[config.mk]
export PLATFORM = sky130hd
export DESIGN_NAME = ps2_mouse_packet_decoder_unit
export DESIGN_NICKNAME = d
export VERILOG_FILES = /design/src/sv/ps2m_pkg.sv /design/src/sv/ps2m_front.sv /design/src/sv/ps2m_jobq.sv /design/src/sv/ps2m_back.sv /design/src/sv/ps2_mouse_packet_decoder_unit.sv
export SDC_FILE = /design/constraint.sdc
export NUM_CORES = 1
export LEC_CHECK = 0
export BUFFER_PORTS_ARGS = -buffer_cell sky130_fd_sc_hd__buf_2
export CAP_MARGIN = 0
export CORE_MARGIN = 1.5
export CORE_UTILIZATION = 60
export DETAILED_ROUTE_END_ITERATION = 10
export HOLD_SLACK_MARGIN = 0.06
export PLACE_DENSITY = 0.86
export RECOVER_POWER = 50
export SLEW_MARGIN = 40
export SYNTH_ARGS = -nofsm -noshare
export SYNTH_HDL_FRONTEND = slang
export SYNTH_SLANG_ARGS = --single-unit
[constraint.sdc]
create_clock -name i_clk -period 10.09 [get_ports i_clk]
set_input_delay 1.009 -clock i_clk [delete_from_list [all_inputs] [get_ports i_clk]]
set_output_delay 1.009 -clock i_clk [all_outputs]
set_load 0.005 [all_outputs]
[src/sv/ps2m_pkg.sv]
`timescale 1ns / 1ps
// Package for the PS/2 mouse packet decoder: word types, codes and constants.
// Depends on nothing; the design files use it by scoped names, the testbench imports it.
package ps2m_pkg;

    // Configuration: mouse kinds.
    localparam logic [1:0] KIND_PLAIN = 2'd0;
    localparam logic [1:0] KIND_WHEEL = 2'd1;
    localparam logic [1:0] KIND_FIVE  = 2'd2;

    // Input commands.
    localparam logic CMD_RX_BYTE = 1'b0;
    localparam logic CMD_SET_POS = 1'b1;

    // Byte-level constants of the mouse protocol.
    localparam logic [7:0] ACK_BYTE  = 8'hFA;
    localparam int         FRAME_BIT = 3;
    localparam logic [2:0] LEN_SHORT = 3'd3;
    localparam logic [2:0] LEN_LONG  = 3'd4;

    // Wheel codes of the five-button kind (low nibble of the fourth byte).
    localparam logic [3:0] WCODE_V_UP   = 4'h1;
    localparam logic [3:0] WCODE_H_RIGHT = 4'h2;
    localparam logic [3:0] WCODE_H_LEFT = 4'hE;
    localparam logic [3:0] WCODE_V_DOWN = 4'hF;

    // Result event kinds.
    localparam logic [1:0] EV_ACK    = 2'd0;
    localparam logic [1:0] EV_BUTTON = 2'd1;
    localparam logic [1:0] EV_MOVE   = 2'd2;
    localparam logic [1:0] EV_SCROLL = 2'd3;

    // Bit positions in a job's event mask, in the order results go out.
    localparam int NUM_EV_BITS = 8;
    localparam int NUM_BUTTONS = 5;
    localparam logic [2:0] EVB_ACK    = 3'd0;
    localparam logic [2:0] EVB_BTN0   = 3'd1;
    localparam logic [2:0] EVB_BTN4   = 3'd5;
    localparam logic [2:0] EVB_MOVE   = 3'd6;
    localparam logic [2:0] EVB_SCROLL = 3'd7;

    // Default depth of the job queue between the front and back parts.
    localparam int JOBQ_DEPTH = 2;

    typedef struct packed {
        logic              command;
        logic [7:0]        rx_byte;
        logic signed [31:0] new_x;
        logic signed [31:0] new_y;
    } t_in_word;

    typedef struct packed {
        logic [1:0]         event_kind;
        logic [2:0]         button_id;
        logic               pressed;
        logic signed [31:0] pos_x;
        logic signed [31:0] pos_y;
        logic signed [7:0]  delta_x;
        logic signed [7:0]  delta_y;
        logic signed [7:0]  scroll_h;
        logic signed [7:0]  scroll_v;
        logic [4:0]         buttons_held;
        logic               last;
    } t_out_word;

    // One classified input: which events it causes and what they carry.
    typedef struct packed {
        logic [NUM_EV_BITS-1:0] ev_mask;
        logic [NUM_BUTTONS-1:0] press;
        logic [NUM_BUTTONS-1:0] held;
        logic signed [31:0]     pos_x;
        logic signed [31:0]     pos_y;
        logic signed [7:0]      delta_x;
        logic signed [7:0]      delta_y;
        logic signed [7:0]      scroll_h;
        logic signed [7:0]      scroll_v;
    } t_job;

endpackage

[src/sv/ps2m_front.sv]
`timescale 1ns / 1ps
// Front part: frames mouse bytes into packets, keeps position and button state,
// and turns each input word into at most one job. Depends on ps2m_pkg.
module ps2m_front (
    input  logic              i_clk,
    input  logic              i_rst_n,
    input  logic              i_cfg_wr_en,
    input  logic [1:0]        i_cfg_wr_data,
    input  logic              i_accept,
    input  ps2m_pkg::t_in_word i_word,
    output logic              o_job_push,
    output ps2m_pkg::t_job    o_job
);

    logic [1:0]  r_kind;
    logic [2:0]  r_count, n_count;
    logic [7:0]  r_bytes [4];
    logic [4:0]  r_held, n_held;
    logic [31:0] r_abs_x, n_abs_x;
    logic [31:0] r_abs_y, n_abs_y;

    logic [1:0]  idx;
    logic [7:0]  rx, b0, dx, dy, b3;
    logic        is_ack, store_byte, framed_inc, pkt_done, five, scroll;
    logic [2:0]  cnt_cand, pkt_len;
    logic [4:0]  new_btn, changed;
    logic [31:0] sum_x, sum_y;
    logic [7:0]  sh, sv;

    always_comb begin
        rx         = i_word.rx_byte;
        idx        = r_count[1:0];
        is_ack     = (rx == ps2m_pkg::ACK_BYTE);
        store_byte = i_accept && (i_word.command == ps2m_pkg::CMD_RX_BYTE) && !is_ack;
        b0 = (idx == 2'd0) ? rx : r_bytes[0];
        dx = (idx == 2'd1) ? rx : r_bytes[1];
        dy = (idx == 2'd2) ? rx : r_bytes[2];
        b3 = (idx == 2'd3) ? rx : r_bytes[3];

        framed_inc = (r_count != 3'd0) || rx[ps2m_pkg::FRAME_BIT];
        cnt_cand   = framed_inc ? (r_count + 3'd1) : r_count;
        pkt_len    = ((r_kind == ps2m_pkg::KIND_WHEEL) || (r_kind == ps2m_pkg::KIND_FIVE))
                     ? ps2m_pkg::LEN_LONG : ps2m_pkg::LEN_SHORT;
        pkt_done   = (cnt_cand >= pkt_len);
        five       = (r_kind == ps2m_pkg::KIND_FIVE);

        // Button ids: left, middle, right, four, five.
        new_btn = {five ? b3[5] : r_held[4], five ? b3[4] : r_held[3], b0[1], b0[2], b0[0]};
        changed = new_btn ^ r_held;
        sum_x   = r_abs_x + {{24{dx[7]}}, dx};
        sum_y   = r_abs_y + {{24{dy[7]}}, dy};

        scroll = 1'b0;
        sh     = 8'd0;
        sv     = 8'd0;
        if (r_kind == ps2m_pkg::KIND_WHEEL) begin
            scroll = 1'b1;
            sv     = b3;
        end else if (five) begin
            case (b3[3:0])
                ps2m_pkg::WCODE_V_UP: begin
                    scroll = 1'b1;
                    sv     = 8'h01;
                end
                ps2m_pkg::WCODE_H_RIGHT: begin
                    scroll = 1'b1;
                    sh     = 8'h01;
                end
                ps2m_pkg::WCODE_H_LEFT: begin
                    scroll = 1'b1;
                    sh     = 8'hFF;
                end
                ps2m_pkg::WCODE_V_DOWN: begin
                    scroll = 1'b1;
                    sv     = 8'hFF;
                end
                default: begin
                    scroll = 1'b0;
                end
            endcase
        end

        n_count = r_count;
        n_held  = r_held;
        n_abs_x = r_abs_x;
        n_abs_y = r_abs_y;

        o_job_push     = 1'b0;
        o_job.ev_mask  = '0;
        o_job.press    = new_btn;
        o_job.held     = r_held;
        o_job.pos_x    = sum_x;
        o_job.pos_y    = sum_y;
        o_job.delta_x  = dx;
        o_job.delta_y  = dy;
        o_job.scroll_h = sh;
        o_job.scroll_v = sv;

        if (i_accept) begin
            if (i_word.command == ps2m_pkg::CMD_SET_POS) begin
                n_abs_x = i_word.new_x;
                n_abs_y = i_word.new_y;
            end else if (is_ack) begin
                o_job_push                      = 1'b1;
                o_job.ev_mask[ps2m_pkg::EVB_ACK] = 1'b1;
            end else begin
                n_count = cnt_cand;
                if (pkt_done) begin
                    n_count = 3'd0;
                    if (b0[ps2m_pkg::FRAME_BIT]) begin
                        n_held     = new_btn;
                        n_abs_x    = sum_x;
                        n_abs_y    = sum_y;
                        o_job.held = new_btn;
                        o_job.ev_mask[ps2m_pkg::EVB_BTN4:ps2m_pkg::EVB_BTN0] = changed;
                        o_job.ev_mask[ps2m_pkg::EVB_MOVE]   = (dx != 8'd0) || (dy != 8'd0);
                        o_job.ev_mask[ps2m_pkg::EVB_SCROLL] = scroll;
                        o_job_push = (o_job.ev_mask != '0);
                    end
                end
            end
        end
    end

    always_ff @(posedge i_clk) begin
        if (!i_rst_n) begin
            r_kind  <= ps2m_pkg::KIND_PLAIN;
            r_count <= 3'd0;
            r_held  <= 5'd0;
            r_abs_x <= 32'd0;
            r_abs_y <= 32'd0;
        end else begin
            if (i_cfg_wr_en) begin
                r_kind <= i_cfg_wr_data;
            end
            r_count <= n_count;
            r_held  <= n_held;
            r_abs_x <= n_abs_x;
            r_abs_y <= n_abs_y;
        end
    end

    // Packet bytes need no reset: an entry is always written before it is read.
    always_ff @(posedge i_clk) begin
        if (store_byte) begin
            r_bytes[idx] <= rx;
        end
    end

endmodule

[src/sv/ps2m_jobq.sv]
`timescale 1ns / 1ps
// Short first-in first-out queue of jobs between the front and back parts.
// Depends on ps2m_pkg for the job type.
module ps2m_jobq #(
    parameter int DEPTH = ps2m_pkg::JOBQ_DEPTH
) (
    input  logic           i_clk,
    input  logic           i_rst_n,
    input  logic           i_push,
    input  ps2m_pkg::t_job i_wdata,
    input  logic           i_pop,
    output ps2m_pkg::t_job o_rdata,
    output logic           o_empty,
    output logic           o_full
);

    localparam int PTR_W = (DEPTH > 1) ? $clog2(DEPTH) : 1;
    localparam int CNT_W = $clog2(DEPTH + 1);
    localparam logic [PTR_W-1:0] LAST_PTR = PTR_W'(DEPTH - 1);
    localparam logic [CNT_W-1:0] FULL_CNT = CNT_W'(DEPTH);

    ps2m_pkg::t_job   r_mem [DEPTH];
    logic [PTR_W-1:0] r_wr_ptr, r_rd_ptr;
    logic [CNT_W-1:0] r_count;
    logic             do_push, do_pop;

    assign o_empty = (r_count == '0);
    assign o_full  = (r_count == FULL_CNT);
    assign do_push = i_push && !o_full;
    assign do_pop  = i_pop && !o_empty;
    assign o_rdata = r_mem[r_rd_ptr];

    always_ff @(posedge i_clk) begin
        if (!i_rst_n) begin
            r_wr_ptr <= '0;
            r_rd_ptr <= '0;
            r_count  <= '0;
        end else begin
            if (do_push) begin
                r_wr_ptr <= (r_wr_ptr == LAST_PTR) ? '0 : r_wr_ptr + 1'b1;
            end
            if (do_pop) begin
                r_rd_ptr <= (r_rd_ptr == LAST_PTR) ? '0 : r_rd_ptr + 1'b1;
            end
            if (do_push && !do_pop) begin
                r_count <= r_count + 1'b1;
            end else if (do_pop && !do_push) begin
                r_count <= r_count - 1'b1;
            end
        end
    end

    always_ff @(posedge i_clk) begin
        if (do_push) begin
            r_mem[r_wr_ptr] <= i_wdata;
        end
    end

endmodule

[src/sv/ps2m_back.sv]
`timescale 1ns / 1ps
// Back part: walks the oldest job's event mask and sends one result word per
// cycle to the output register when it is free or popped. Depends on ps2m_pkg.
module ps2m_back (
    input  logic               i_clk,
    input  logic               i_rst_n,
    input  ps2m_pkg::t_job     i_job,
    input  logic               i_job_valid,
    output logic               o_job_pop,
    input  logic               i_pop,
    output logic               o_empty,
    output ps2m_pkg::t_out_word o_word
);

    logic [ps2m_pkg::NUM_EV_BITS-1:0] r_sent;
    logic [ps2m_pkg::NUM_EV_BITS-1:0] remaining, sel_onehot;
    logic [2:0]                        sel;
    logic                              r_out_valid, load, is_last;
    ps2m_pkg::t_out_word               r_out, res;

    always_comb begin
        remaining = i_job.ev_mask & ~r_sent;
        sel       = 3'd0;
        // Lowest pending event goes first.
        for (int i = ps2m_pkg::NUM_EV_BITS - 1; i >= 0; i--) begin
            if (remaining[i]) begin
                sel = 3'(i);
            end
        end
        sel_onehot = '0;
        sel_onehot[sel] = 1'b1;
        is_last = ((remaining & ~sel_onehot) == '0);

        res              = '0;
        res.buttons_held = i_job.held;
        res.last         = is_last;
        case (sel)
            ps2m_pkg::EVB_ACK: begin
                res.event_kind = ps2m_pkg::EV_ACK;
            end
            ps2m_pkg::EVB_MOVE: begin
                res.event_kind = ps2m_pkg::EV_MOVE;
                res.pos_x      = i_job.pos_x;
                res.pos_y      = i_job.pos_y;
                res.delta_x    = i_job.delta_x;
                res.delta_y    = i_job.delta_y;
            end
            ps2m_pkg::EVB_SCROLL: begin
                res.event_kind = ps2m_pkg::EV_SCROLL;
                res.delta_x    = i_job.delta_x;
                res.delta_y    = i_job.delta_y;
                res.scroll_h   = i_job.scroll_h;
                res.scroll_v   = i_job.scroll_v;
            end
            default: begin
                res.event_kind = ps2m_pkg::EV_BUTTON;
                res.button_id  = sel - ps2m_pkg::EVB_BTN0;
                res.pressed    = i_job.press[sel - ps2m_pkg::EVB_BTN0];
                res.delta_x    = i_job.delta_x;
                res.delta_y    = i_job.delta_y;
            end
        endcase

        load      = i_job_valid && (!r_out_valid || i_pop);
        o_job_pop = load && is_last;
    end

    assign o_empty = !r_out_valid;
    assign o_word  = r_out;

    always_ff @(posedge i_clk) begin
        if (!i_rst_n) begin
            r_out_valid <= 1'b0;
            r_sent      <= '0;
        end else begin
            if (load) begin
                r_out_valid <= 1'b1;
                r_sent      <= is_last ? '0 : (r_sent | sel_onehot);
            end else if (i_pop) begin
                r_out_valid <= 1'b0;
            end
        end
    end

    always_ff @(posedge i_clk) begin
        if (load) begin
            r_out <= res;
        end
    end

endmodule

[src/sv/ps2_mouse_packet_decoder_unit.sv]
`timescale 1ns / 1ps
// Top level of the PS/2 mouse packet decoder: front, job queue and back part.
// Depends on ps2m_pkg, ps2m_front, ps2m_jobq and ps2m_back.
//
// Usage. Input words enter through a queue-like port: a word is taken at a
// rising edge with push high and full low. A word either carries a byte
// received from the mouse or loads the absolute position. Results leave the
// same way: while empty is low the oldest result word sits on o_out_word, and
// pop high at a rising edge takes it. The last result of each input word has
// its last flag set. The mouse kind register is written through i_cfg_wr_en
// and i_cfg_wr_data while the block is idle.
//
// Timing. The front part classifies a word at the edge that accepts it and puts
// any job it makes in the job queue; a new word can be taken every cycle while
// the queue has room. From the queue the back part moves each result into the
// output register when that register is empty or being popped. The back part
// sends one result per cycle while the receiver pops: a packet byte yields one
// to seven results, and words without results place no job in the queue.
// A stalled receiver holds the output register, the job queue fills and full
// rises. Reset clears framing, buttons, position, the kind register and both
// queues; empty is high and full low after reset.
module ps2_mouse_packet_decoder_unit #(
    parameter int JOBQ_DEPTH = ps2m_pkg::JOBQ_DEPTH
) (
    input  logic                i_clk,
    input  logic                i_rst_n,
    input  logic                i_cfg_wr_en,
    input  logic [1:0]          i_cfg_wr_data,
    input  logic                push,
    output logic                full,
    input  ps2m_pkg::t_in_word  i_in_word,
    output logic                empty,
    input  logic                pop,
    output ps2m_pkg::t_out_word o_out_word
);

    logic           accept;
    logic           job_push, job_pop, jobq_empty;
    ps2m_pkg::t_job front_job, head_job;

    // The front part only takes a word when the job queue has room for its job.
    assign accept = push && !full;

    ps2m_front u_front (
        .i_clk         (i_clk),
        .i_rst_n       (i_rst_n),
        .i_cfg_wr_en   (i_cfg_wr_en),
        .i_cfg_wr_data (i_cfg_wr_data),
        .i_accept      (accept),
        .i_word        (i_in_word),
        .o_job_push    (job_push),
        .o_job         (front_job)
    );

    ps2m_jobq #(
        .DEPTH (JOBQ_DEPTH)
    ) u_jobq (
        .i_clk   (i_clk),
        .i_rst_n (i_rst_n),
        .i_push  (job_push),
        .i_wdata (front_job),
        .i_pop   (job_pop),
        .o_rdata (head_job),
        .o_empty (jobq_empty),
        .o_full  (full)
    );

    ps2m_back u_back (
        .i_clk       (i_clk),
        .i_rst_n     (i_rst_n),
        .i_job       (head_job),
        .i_job_valid (!jobq_empty),
        .o_job_pop   (job_pop),
        .i_pop       (pop),
        .o_empty     (empty),
        .o_word      (o_out_word)
    );

`ifndef SYNTH
    // An acknowledge is always the only result of its input word.
    a_ack_is_last: assert property (@(posedge i_clk) disable iff (!i_rst_n)
        (!empty && o_out_word.event_kind == ps2m_pkg::EV_ACK) |-> o_out_word.last)
        else $error("acknowledge result without last flag");

    // Button events name only the five existing buttons.
    a_button_id: assert property (@(posedge i_clk) disable iff (!i_rst_n)
        (!empty && o_out_word.event_kind == ps2m_pkg::EV_BUTTON)
        |-> (o_out_word.button_id <= 3'd4))
        else $error("button event with invalid button id");

    // Leaving reset, both queues start empty.
    a_reset_state: assert property (@(posedge i_clk) disable iff (!i_rst_n)
        $past(!i_rst_n) |-> (empty && !full))
        else $error("queues not cleared by reset");
`endif

endmodule

==> metrics.csv, run 1 <==
stage,metric,value,unit
min_path,hp-class,register to register,
floorplanning,core,32780,sq um
route,ant_nets,0,
synth,ys_seq_area_share,60.35,%
finish,fill_cells,2329,
floorplanning,die_h,186.2,microns
finish,syn2layout_area_growth,12.82,%
floorplanning,die_area,34670,sq um
global_routing,grt_max_degree,86,
outcome,status,finished with violations,
clocking,ctsLongestPathBuffers,3,
pwr,p_per_area,188.0,nW/um^2
finish,drive_gt1_share,10.58,%
worst_setup_path,end_kind,register,
route,drt_iter0_markers,1196,
synth,yosysUniqueCellTypes,73,
route,viasPerCell,6.047,
sta,max_freq,148.0,MHz
sta,skew,0.01570,ns
run,cap_violations,9,
pwr,p_leak,8.283,nW
route,wl_per_cell,20.14,microns
pwr,peakVddDrop,0.1206,mV
route,drt-total-wl,46600,microns
synth,synth_edf_count,346,
worst_setup_path,criticalPathCategory,input pin to register,
worst_setup_path,arrival,7.03,ns
sta,tightest_slew,3.552,ns
clocking,path_clk_slew,0.06,ns
synth,ys_seq_elements,434,
floorplanning,rows,66,
finish,regArea,12150,sq um
clocking,postCtsSetupBuffers,0,
sta,maxSlewHeadroom,-136.8,%
global_routing,grt_pass1_wl,71280,microns
synth,syn_area,20140,sq um
sta,whs,0.4595,ns
global_routing,grt_pass1_vias,13470,
clocking,cts_buffers,42,
synth,avgSynthCellArea,12.04,sq um
sta,grt_setup_unrepaired,no,
synth,synth_flop_cell,edfxtp_1,
worst_setup_path,crit_path_top_delay_cell,clkbuf_1,
worst_setup_path,path_cells,"buf_2, clkbuf_1, clkinv_1, clkbuf_1, nand2_1, nand2_1, nand2_1",
finish,diodes,0,
global_routing,gr-total-overflow,0,
global_routing,grt_util_all_layers,26.61,%
route,vias,13990,
sta,timing.setup.tns,0,ns
clocking,clockRootBuffer,clkbuf_16,
worst_setup_path,crit_path_max_incr_delay,2.29,ns
clocking,ctsHoldBuffers,0,
clocking,clock_latency,0.54,ns
synth,synth_nets,1830,
clocking,tritoncts,built,
synth,async_reset_ff_share,0,%
synth,synth_warnings,0,
global_routing,grt_antenna_before_repair,0,
sta,slew_violations,391,
floorplanning,die_w,186.2,microns
worst_setup_path,worst_ep_required_time,10.36,ns
placement,gp_congestion,0.8872,
sta,finalSetupViolCount,0,
route,first_pass_iters,5,
worst_setup_path,crit_buf_inv,4,
clocking,htreeDepth,2,
sta,finalCriticalPeriod,6.756,ns
worst_setup_path,crit_top_cell,nand2_1,
floorplanning,start_util,61.42,%
clocking,clock_sinks,434,
clocking,post_cts_resized,0,
outcome,violations,"capacitance limit, slew limit",
placement,port_buffers,189,
worst_setup_path,path_delay_family,buffers and inverters,
route,drc,0,
synth,synthCells,1672,
finish,fin_nets,1995,
sta,hold_viol_final,0,
worst_setup_path,critPathMaxFanout,60,
finish,multi_input_comb_area,7486,sq um
placement,dp_hpwl,31100,microns
sta,period_share,66.96,%
worst_setup_path,cp-start-kind,input pin,
floorplanning,ios,190,
## path summary, 6_finish.rpt
path / startpoint / slack [ns] / cells after the start / end
setup / recovery: i_in_word[72] / 3.33 / 7 / u_jobq.r_mem[1][100]$_DFFE_PP_
hold / removal: u_back.r_sent[5]$_SDFFE_PN0P_ / 0.46 / 2 / u_back.r_sent[5]$_SDFFE_PN0P_
hold reg to reg: u_back.r_sent[5]$_SDFFE_PN0P_ / 0.46 / 2 / u_back.r_sent[5]$_SDFFE_PN0P_
setup reg to reg: u_front.r_count[0]$_SDFFE_PN0P_ / 3.97 / 11 / u_jobq.r_mem[1][30]$_DFFE_PP_
## logic make-up (layout without fill, tap and decap cells)
| group | count (synthesis) | in the layout | synth area share, % |
|---|---|---|---|
| AND/OR/NAND/NOR | 463 | 463 | 10.29 |
| flip-flops | 434 | 434 | 60.35 |
| AO/OA/AOI/OAI | 348 | 348 | 11.11 |
| multiplexers | 155 | 155 | 7.978 |
| buffers and inverters | 129 | 328 | 2.529 |
| adder cells (fa/ha/maj) | 78 | 78 | 4.921 |
| XOR/XNOR | 65 | 65 | 2.827 |
## placed cells by master (no fill, tap or decap), drive strengths merged, types with 11 or more instances in the layout
master,count
edfxtp,346
nor2,210
clkbuf,156
mux2i,129
a21oi,116
nand2,114
buf,110
dfxtp,88
ha,76
o21ai,74
inv,45
xnor2,43
a21o,29
mux2,24
xor2,22
nor3,22
nand3,21
a211oi,21
a311oi,18
and3,17
and2,16
a31oi,14
nand2b,12
o21bai,12
nor2b,11
## metrics by stage
stage | worst slack (ns) | std cells | utilization, % | instance area (sq um) | total power, W
3_3_place_gp | 5.177 | 2235 | 65.40 | 21440 | 0.002670
2_1_floorplan | 2.469 | 1672 | - | 20140 | 0.002521
5_1_grt | 3.175 | 2313 | 69.30 | 22720 | 0.004428
3_5_place_dp | 5.061 | 2235 | 65.42 | 21450 | 0.002702
6_report | 3.334 | 2313 | 69.30 | 22720 | 0.004272
4_1_cts | 5.034 | 2313 | 69.75 | 22870 | 0.004287
## power breakdown
part           switching [W]  total [W]  leakage (nW)  internal (W)
clock network       0.000658    0.00160         0.680      0.000939
registers          0.0000345    0.00209          3.81       0.00205
logic               0.000371   0.000586          3.79      0.000215
total                0.00106    0.00427          8.28       0.00321
## synthesized netlist by cell type, types with 12 or more instances
cell | count | area share (%)
ha_1 | 76 | 4.7
inv_1 | 44 | 0.82
mux2_2 | 24 | 1.3
nor3_1 | 22 | 0.55
a31oi_1 | 13 | 0.40
clkbuf_1 | 69 | 1.3
nand3_1 | 21 | 0.52
a21o_1 | 29 | 1.1
xnor2_1 | 43 | 1.9
a21oi_1 | 116 | 2.9
a311oi_1 | 18 | 0.78
dfxtp_1 | 88 | 8.7
nand2b_1 | 12 | 0.37
nor2_1 | 210 | 3.9
edfxtp_1 | 346 | 52
and3_1 | 17 | 0.53
and2_1 | 16 | 0.50
nand2_1 | 114 | 2.1
a211oi_1 | 21 | 0.78
xor2_1 | 22 | 0.96
mux2i_1 | 129 | 6.4
o21ai_0 | 69 | 1.7
## registers in the layout, summed over array words and instances, names as in the netlist, named ones only
signal              cells
u_front.r_bytes        28
u_front.r_abs_x        32
u_jobq.r_mem          216
u_back.r_sent           8
u_front.r_count         3
u_back.r_out_valid      1
u_front.r_abs_y        32
u_back.o_word         102
u_jobq.r_wr_ptr         1
u_front.r_held          5
u_front.r_kind          2
u_jobq.r_count          2
u_jobq.r_rd_ptr         1
## layout make-up
type | instances | share of cell area [%]
timing repair buffer | 205 | 4.141
inverter | 45 | 0.7490
multi-input combinational | 1109 | 32.95
tap | 442 | 2.434
clock inverter | 17 | 0.9417
clock buffer | 61 | 5.298
sequential | 434 | 53.49
## tightest hold or removal path, cell delays in order, from the launching register on
cell	delay, ns
dfxtp_1	0.32
a21oi_1	0.04
nor2_1	0.07
## metal layers
layer	wire length (microns)	track usage (%)	vias to the layer above
li1	-	-	6498
met1	19760	36.29	6798
met2	22060	43.25	592
met3	3348	4.303	99
met4	1434	10.03	0
met5	0	0	-
(Power assumes the default switching activity.)
==> run 2: changes to the inputs <==
clock period = 6.6 ns   (was 10.09 ns; I/O delays follow)
==> metrics.csv, run 2 (synthesis results as in run 1) <==
stage,metric,value,unit
clocking,ctsLongestPathBuffers,3,
route,viasPerCell,6.084,
clocking,postCtsSetupBuffers,0,
pwr,power,0.006654,W
sta,period_share,80.01,%
outcome,status,finished with violations,
worst_setup_path,worst_ep_required_time,7.05,ns
finish,largest_reg_flops,216,
placement,gp_congestion,0.9166,
floorplanning,core,32780,sq um
floorplanning,rows,66,
finish,multi_input_comb_area,7510,sq um
clocking,ctsHoldBuffers,0,
clocking,htreeDepth,2,
floorplanning,die_w,186.2,microns
finish,fill_cells,2244,
floorplanning,start_util,61.42,%
finish,syn2layout_area_growth,13.32,%
clocking,clock_latency,0.54,ns
min_path,hp-class,input pin to register,
global_routing,grt_util_all_layers,27.23,%
sta,maxSlewHeadroom,-148.6,%
clocking,path_clk_slew,0.06,ns
floorplanning,ios,190,
pwr,p_per_area,291.6,nW/um^2
min_path,whs_path_depth,3,
route,drt-total-wl,47330,microns
global_routing,gr-total-overflow,0,
pwr,peakVddDrop,0.1650,mV
floorplanning,die_h,186.2,microns
finish,layout_common_cells,"346 x edfxtp_1, 209 x nor2_1, 129 x mux2i_1",
run,cap_violations,6,
finish,diodes,0,
clocking,clockRootBuffer,clkbuf_16,
route,wl_per_cell,20.45,microns
floorplanning,die_area,34670,sq um
route,drc,0,
global_routing,grt_max_degree,100,
global_routing,grt_pass1_wl,72480,microns
route,ant_nets,0,
sta,timing.setup.tns,0,ns
pwr,p_leak,8.338,nW
clocking,cts_buffers,44,
worst_setup_path,end_kind,register,
placement,port_buffers,189,
clocking,tritoncts,built,
route,drt_iter0_markers,1499,
sta,max_freq,189.4,MHz
sta,skew,0.01478,ns
global_routing,grt_antenna_before_repair,0,
sta,tightest_slew,3.729,ns
global_routing,grt_pass1_vias,13680,
outcome,violations,"capacitance limit, slew limit",
route,vias,14080,
finish,drive_gt1_share,11.22,%
worst_setup_path,cp-start-kind,register,
placement,dp_hpwl,30460,microns
finish,fin_nets,1995,
clocking,clock_sinks,434,
sta,finalSetupViolCount,0,
finish,final_common_cell,edfxtp_1,
finish,regArea,12150,sq um
worst_setup_path,rr_worst_depth,12,
sta,finalCriticalPeriod,5.281,ns
sta,grt_setup_unrepaired,no,
clocking,post_cts_resized,0,
worst_setup_path,arrival,5.73,ns
route,first_pass_iters,6,
worst_setup_path,criticalPathCategory,register to register,
sta,hold_viol_final,0,
finish,regMostFlops,u_jobq.r_mem,
sta,slew_violations,285,
worst_setup_path,critPathMaxFanout,34,
==> run 2: path summary, 6_finish.rpt <==
path	end	from	slack (ns)
worst max-delay path	u_jobq.r_count[1]$_SDFFE_PN0P_	register	1.32
worst min-delay path	u_front.r_kind[0]$_SDFFE_PN0P_	i_cfg_wr_data[0]	0.38
worst max register to register	u_jobq.r_count[1]$_SDFFE_PN0P_	register	1.32
worst min register to register	u_back.r_sent[7]$_SDFFE_PN0P_	u_back.r_sent[7]$_SDFFE_PN0P_	0.48
==> run 2: final cells by class <==
class / instances / share of cell area, %
Clock buffer: 56 / 5.242
Tap cell: 442 / 2.424
Inverter: 45 / 0.7457
Sequential cell: 434 / 53.25
Clock inverter: 25 / 1.332
Multi-Input combinational cell: 1109 / 32.91
Timing Repair Buffer: 203 / 4.096
==> run 2: per-layer routing <==
layer / track usage (%) / vias up / routed length (microns)
met1: 36.90 / 6761 / 19680
met3: 4.478 / 124 / 3767
met4: 11.23 / 0 / 1812
li1: - / 6505 / -
met2: 44.04 / 689 / 22070
met5: 0 / - / 0
==> run 2: through the flow <==
stage	std cells	util, %	worst slack (ns)	area [sq um]	hold WS (ns)
final	2314	69.61	1.319	22820	0.3804
after global routing	2314	69.61	1.036	22820	0.3971
after CTS	2314	69.99	1.906	22950	0.3689
after detailed placement	2233	65.41	1.988	21450	0.4522
after global placement	2233	65.37	1.993	21430	0.4429
after floorplan	1672	-	1.117	20140	0.4290
==> run 2: worst max-delay path, stage by stage, from the launching register on <==
cell and delay [ns]:
dfxtp_1 1.59, buf_4 0.69, mux2i_1 0.15, or2_2 0.34, and3_1 0.16, a221o_1 0.52
o21ai_0 0.22, a21boi_0 0.28, and2_0 0.28, inv_1 0.07, ha_1 0.35, or3_1 0.38
a21oi_1 0.14
==> run 2: where the power goes <==
group | total, W | switching [W] | internal [W]
sequential | 0.00319 | 0.0000514 | 0.00314
clock | 0.00256 | 0.00104 | 0.00153
combinational | 0.000900 | 0.000571 | 0.000328
==> run 3: changes to the inputs <==
ABC_AREA = 1   (was default)
CORE_UTILIZATION = 54   (was 60)
PLACE_DENSITY = 0.82   (was 0.86)
clock period = 4.73 ns   (was 6.6 ns; I/O delays follow)
==> metrics.csv, run 3 <==
stage,metric,value,unit
finish,fill_cells,2935,
synth,async_reset_ff_share,0,%
worst_setup_path,end_kind,register,
finish,syn2layout_area_growth,14.16,%
floorplanning,start_util,55.16,%
global_routing,gr-total-overflow,0,
route,first_pass_iters,6,
floorplanning,ios,190,
clocking,tritoncts,built,
global_routing,grt_pass1_wl,81890,microns
worst_setup_path,crit_buf_inv,3,
sta,maxSlewHeadroom,-49.56,%
route,top_layer,met4,
synth,ys_seq_elements,434,
floorplanning,die_area,38750,sq um
synth,synth_warnings,0,
route,viasPerCell,5.649,
synth,avgSynthCellArea,9.850,sq um
finish,final_common_cell,nand2_1,
clocking,cts_buffers,45,
sta,finalSetupViolCount,0,
clocking,postCtsSetupBuffers,0,
sta,tightest_slew,2.243,ns
route,drt_iter0_markers,1120,
sta,period_share,88.96,%
worst_setup_path,worst_ep_required_time,5.04,ns
clocking,ctsHoldBuffers,0,
sta,finalWorstSetupSlack,0.5224,ns
worst_setup_path,crit_top_cell,nand2_1,
worst_setup_path,criticalPathCategory,register to register,
worst_setup_path,path_cells,"inv_1, ha_1, inv_1, nand2_1, o21ai_0, ha_1, inv_1, fa_1, nand3b_1, nand2_1, a21oi_1, o21ai_0, nand4_1, nand2_1, nand3_1, nand2_1, nand2_1, and2_1",
finish,layout_common_cells,"525 x nand2_1, 346 x edfxtp_1, 297 x a21oi_1",
placement,port_buffers,189,
synth,syn_area,20290,sq um
outcome,violations,"capacitance limit, slew limit",
worst_setup_path,arrival,4.52,ns
worst_setup_path,critPathMaxFanout,13,
clocking,clockRootBuffer,clkbuf_16,
sta,finalCriticalPeriod,4.208,ns
clocking,ctsLongestPathBuffers,3,
worst_setup_path,crit_path_top_delay_cell,o21ai_0,
synth,synthCells,2060,
synth,synth.most_common_cell,nand2_1,
route,vias,15480,
worst_setup_path,cp-start-kind,register,
synth,synth_top_area_share,51.21,%
global_routing,grt_util_all_layers,27.57,%
synth,synth_flop_cell,edfxtp_1,
min_path,hp-class,input pin to register,
placement,gp_congestion,0.9746,
clocking,path_clk_slew,0.06,ns
synth,synth_nets,2218,
placement,place_ws,0.6778,ns
sta,slew_violations,192,
synth,yosys.area.top_type,edfxtp_1,
finish,fin_nets,2393,
route,drc,0,
run,cap_violations,4,
route,route.met3.wl,3418,microns
synth,ys_seq_area_share,59.89,%
sta,grt_setup_unrepaired,no,
finish,drive_gt1_share,10.83,%
route,met2_length,25110,microns
route,wl_per_cell,19.46,microns
clocking,clock_latency,0.58,ns
floorplanning,die_h,196.8,microns
pwr,peakVddDrop,0.2522,mV
global_routing,grt_antenna_before_repair,1,
worst_setup_path,crit_path_max_incr_delay,0.63,ns
clocking,htreeDepth,2,
clocking,clock_sinks,434,
sta,max_freq,237.7,MHz
worst_setup_path,path_delay_family,simple AND/OR/NAND/NOR gates,
route,drt-total-wl,53330,microns
synth,synth_edf_count,346,
route,ant_nets,0,
placement,dp_hpwl,36640,microns
synth,yosysUniqueCellTypes,42,
synth,synth_common_cells,"523 x nand2_1, 346 x edfxtp_1, 299 x a21oi_1",
route,m1WireLength,22920,microns
floorplanning,rows,70,
global_routing,grt_max_degree,110,
sta,skew,0.02792,ns
floorplanning,die_w,196.8,microns
sta,timing.setup.tns,0,ns
outcome,status,finished with violations,
clocking,post_cts_resized,0,
floorplanning,core,36790,sq um
finish,largest_reg_flops,216,
sta,hold_viol_final,0,
global_routing,grt_pass1_vias,15010,
pwr,p_leak,9.325,nW
finish,regMostFlops,u_jobq.r_mem,
synth,synth_area_leaders,"edfxtp_1 51%, nand2_1 9.7%, dfxtp_1 8.7%",
pwr,p_per_area,446.6,nW/um^2
-- run 3: cell count changes in the layout (fill, tap and decap cells not counted), sizes merged, moves of 72 or more --
cell / before / now
nand2: 114 / 530
inv: 45 / 146
a21oi: 116 / 300
mux2i: 129 / 0
o21ai: 74 / 146
nor2: 210 / 116
-- run 3: per-stage QoR --
step / total power [W] / hold WS [ns] / area, sq um / utilization (%) / std cells
after global placement: 0.006658 / 0.4412 / 21710 / 59.02 / 2656
final: 0.01034 / 0.1833 / 23160 / 62.97 / 2740
after global routing: 0.01077 / 0.1836 / 23160 / 62.97 / 2740
after CTS: 0.01040 / 0.1492 / 23290 / 63.31 / 2739
after detailed placement: 0.006719 / 0.4542 / 21720 / 59.05 / 2656
after floorplan: 0.006029 / 0.4318 / 20320 / - / 2060
-- run 3: cells by family after synthesis --
| group | count (synthesis) | synth area share [%] |
|---|---|---|
| simple gates | 775 | 15.75 |
| compound gates | 492 | 12.67 |
| flops | 434 | 59.89 |
| buf+inv | 224 | 4.353 |
| fa+ha+maj | 78 | 4.884 |
| xor+xnor | 57 | 2.460 |
-- run 3: layout make-up --
| cell class | instances | area [sq um] | share of cell area [%] |
|---|---|---|---|
| antenna | 1 | 2.502 | 0.01080 |
| clock buffer | 61 | 1308 | 5.644 |
| clock inverter | 22 | 260.3 | 1.123 |
| inverter | 145 | 544.3 | 2.350 |
| multi-input combinational | 1402 | 7279 | 31.42 |
| sequential | 434 | 12160 | 52.47 |
| tap | 468 | 585.6 | 2.528 |
| timing repair buffer | 207 | 1030 | 4.445 |
-- run 3: final timing paths --
| path | end | slack [ns] | depth (start not counted) | start |
|---|---|---|---|---|
| worst max-delay path | u_jobq.r_mem[1][52]$_DFFE_PP_ | 0.52 | 18 | u_front.r_count[0]$_SDFFE_PN0P_ |
| worst min-delay path | u_front.r_abs_y[0]$_SDFFE_PN0P_ | 0.18 | 3 | i_in_word[0] |
| worst max register to register | u_jobq.r_mem[1][52]$_DFFE_PP_ | 0.52 | 18 | u_front.r_count[0]$_SDFFE_PN0P_ |
| worst min register to register | u_back.r_sent[6]$_SDFFE_PN0P_ | 0.47 | 2 | u_back.r_sent[6]$_SDFFE_PN0P_ |
-- run 3: worst reg2reg max path, cell delays in order (launching register included) --
cell      delay [ns]
dfxtp_1         0.42
inv_1           0.09
ha_1            0.26
inv_1           0.32
nand2_1         0.10
o21ai_0         0.19
ha_1            0.24
inv_1           0.06
fa_1            0.43
nand3b_1        0.18
nand2_1         0.11
a21oi_1         0.12
o21ai_0         0.63
nand4_1         0.18
nand2_1         0.21
nand3_1         0.12
nand2_1         0.07
nand2_1         0.06
and2_1          0.16
-- run 3: metal layers --
| metal | vias to the layer above | track usage, % |
|---|---|---|
| li1 | 7466 | - |
| met1 | 7344 | 37.51 |
| met2 | 561 | 44.50 |
| met3 | 107 | 4.808 |
| met4 | 0 | 10.29 |
| met5 | - | 0 |
-- run 3: report_power, final --
group	leakage (nW)	total [W]	internal (W)	switching, W
Combinational	4.67	0.00193	0.000582	0.00135
Sequential	3.88	0.00471	0.00459	0.000126
Clock	0.773	0.00370	0.00222	0.00148
Total	9.33	0.0103	0.00739	0.00296
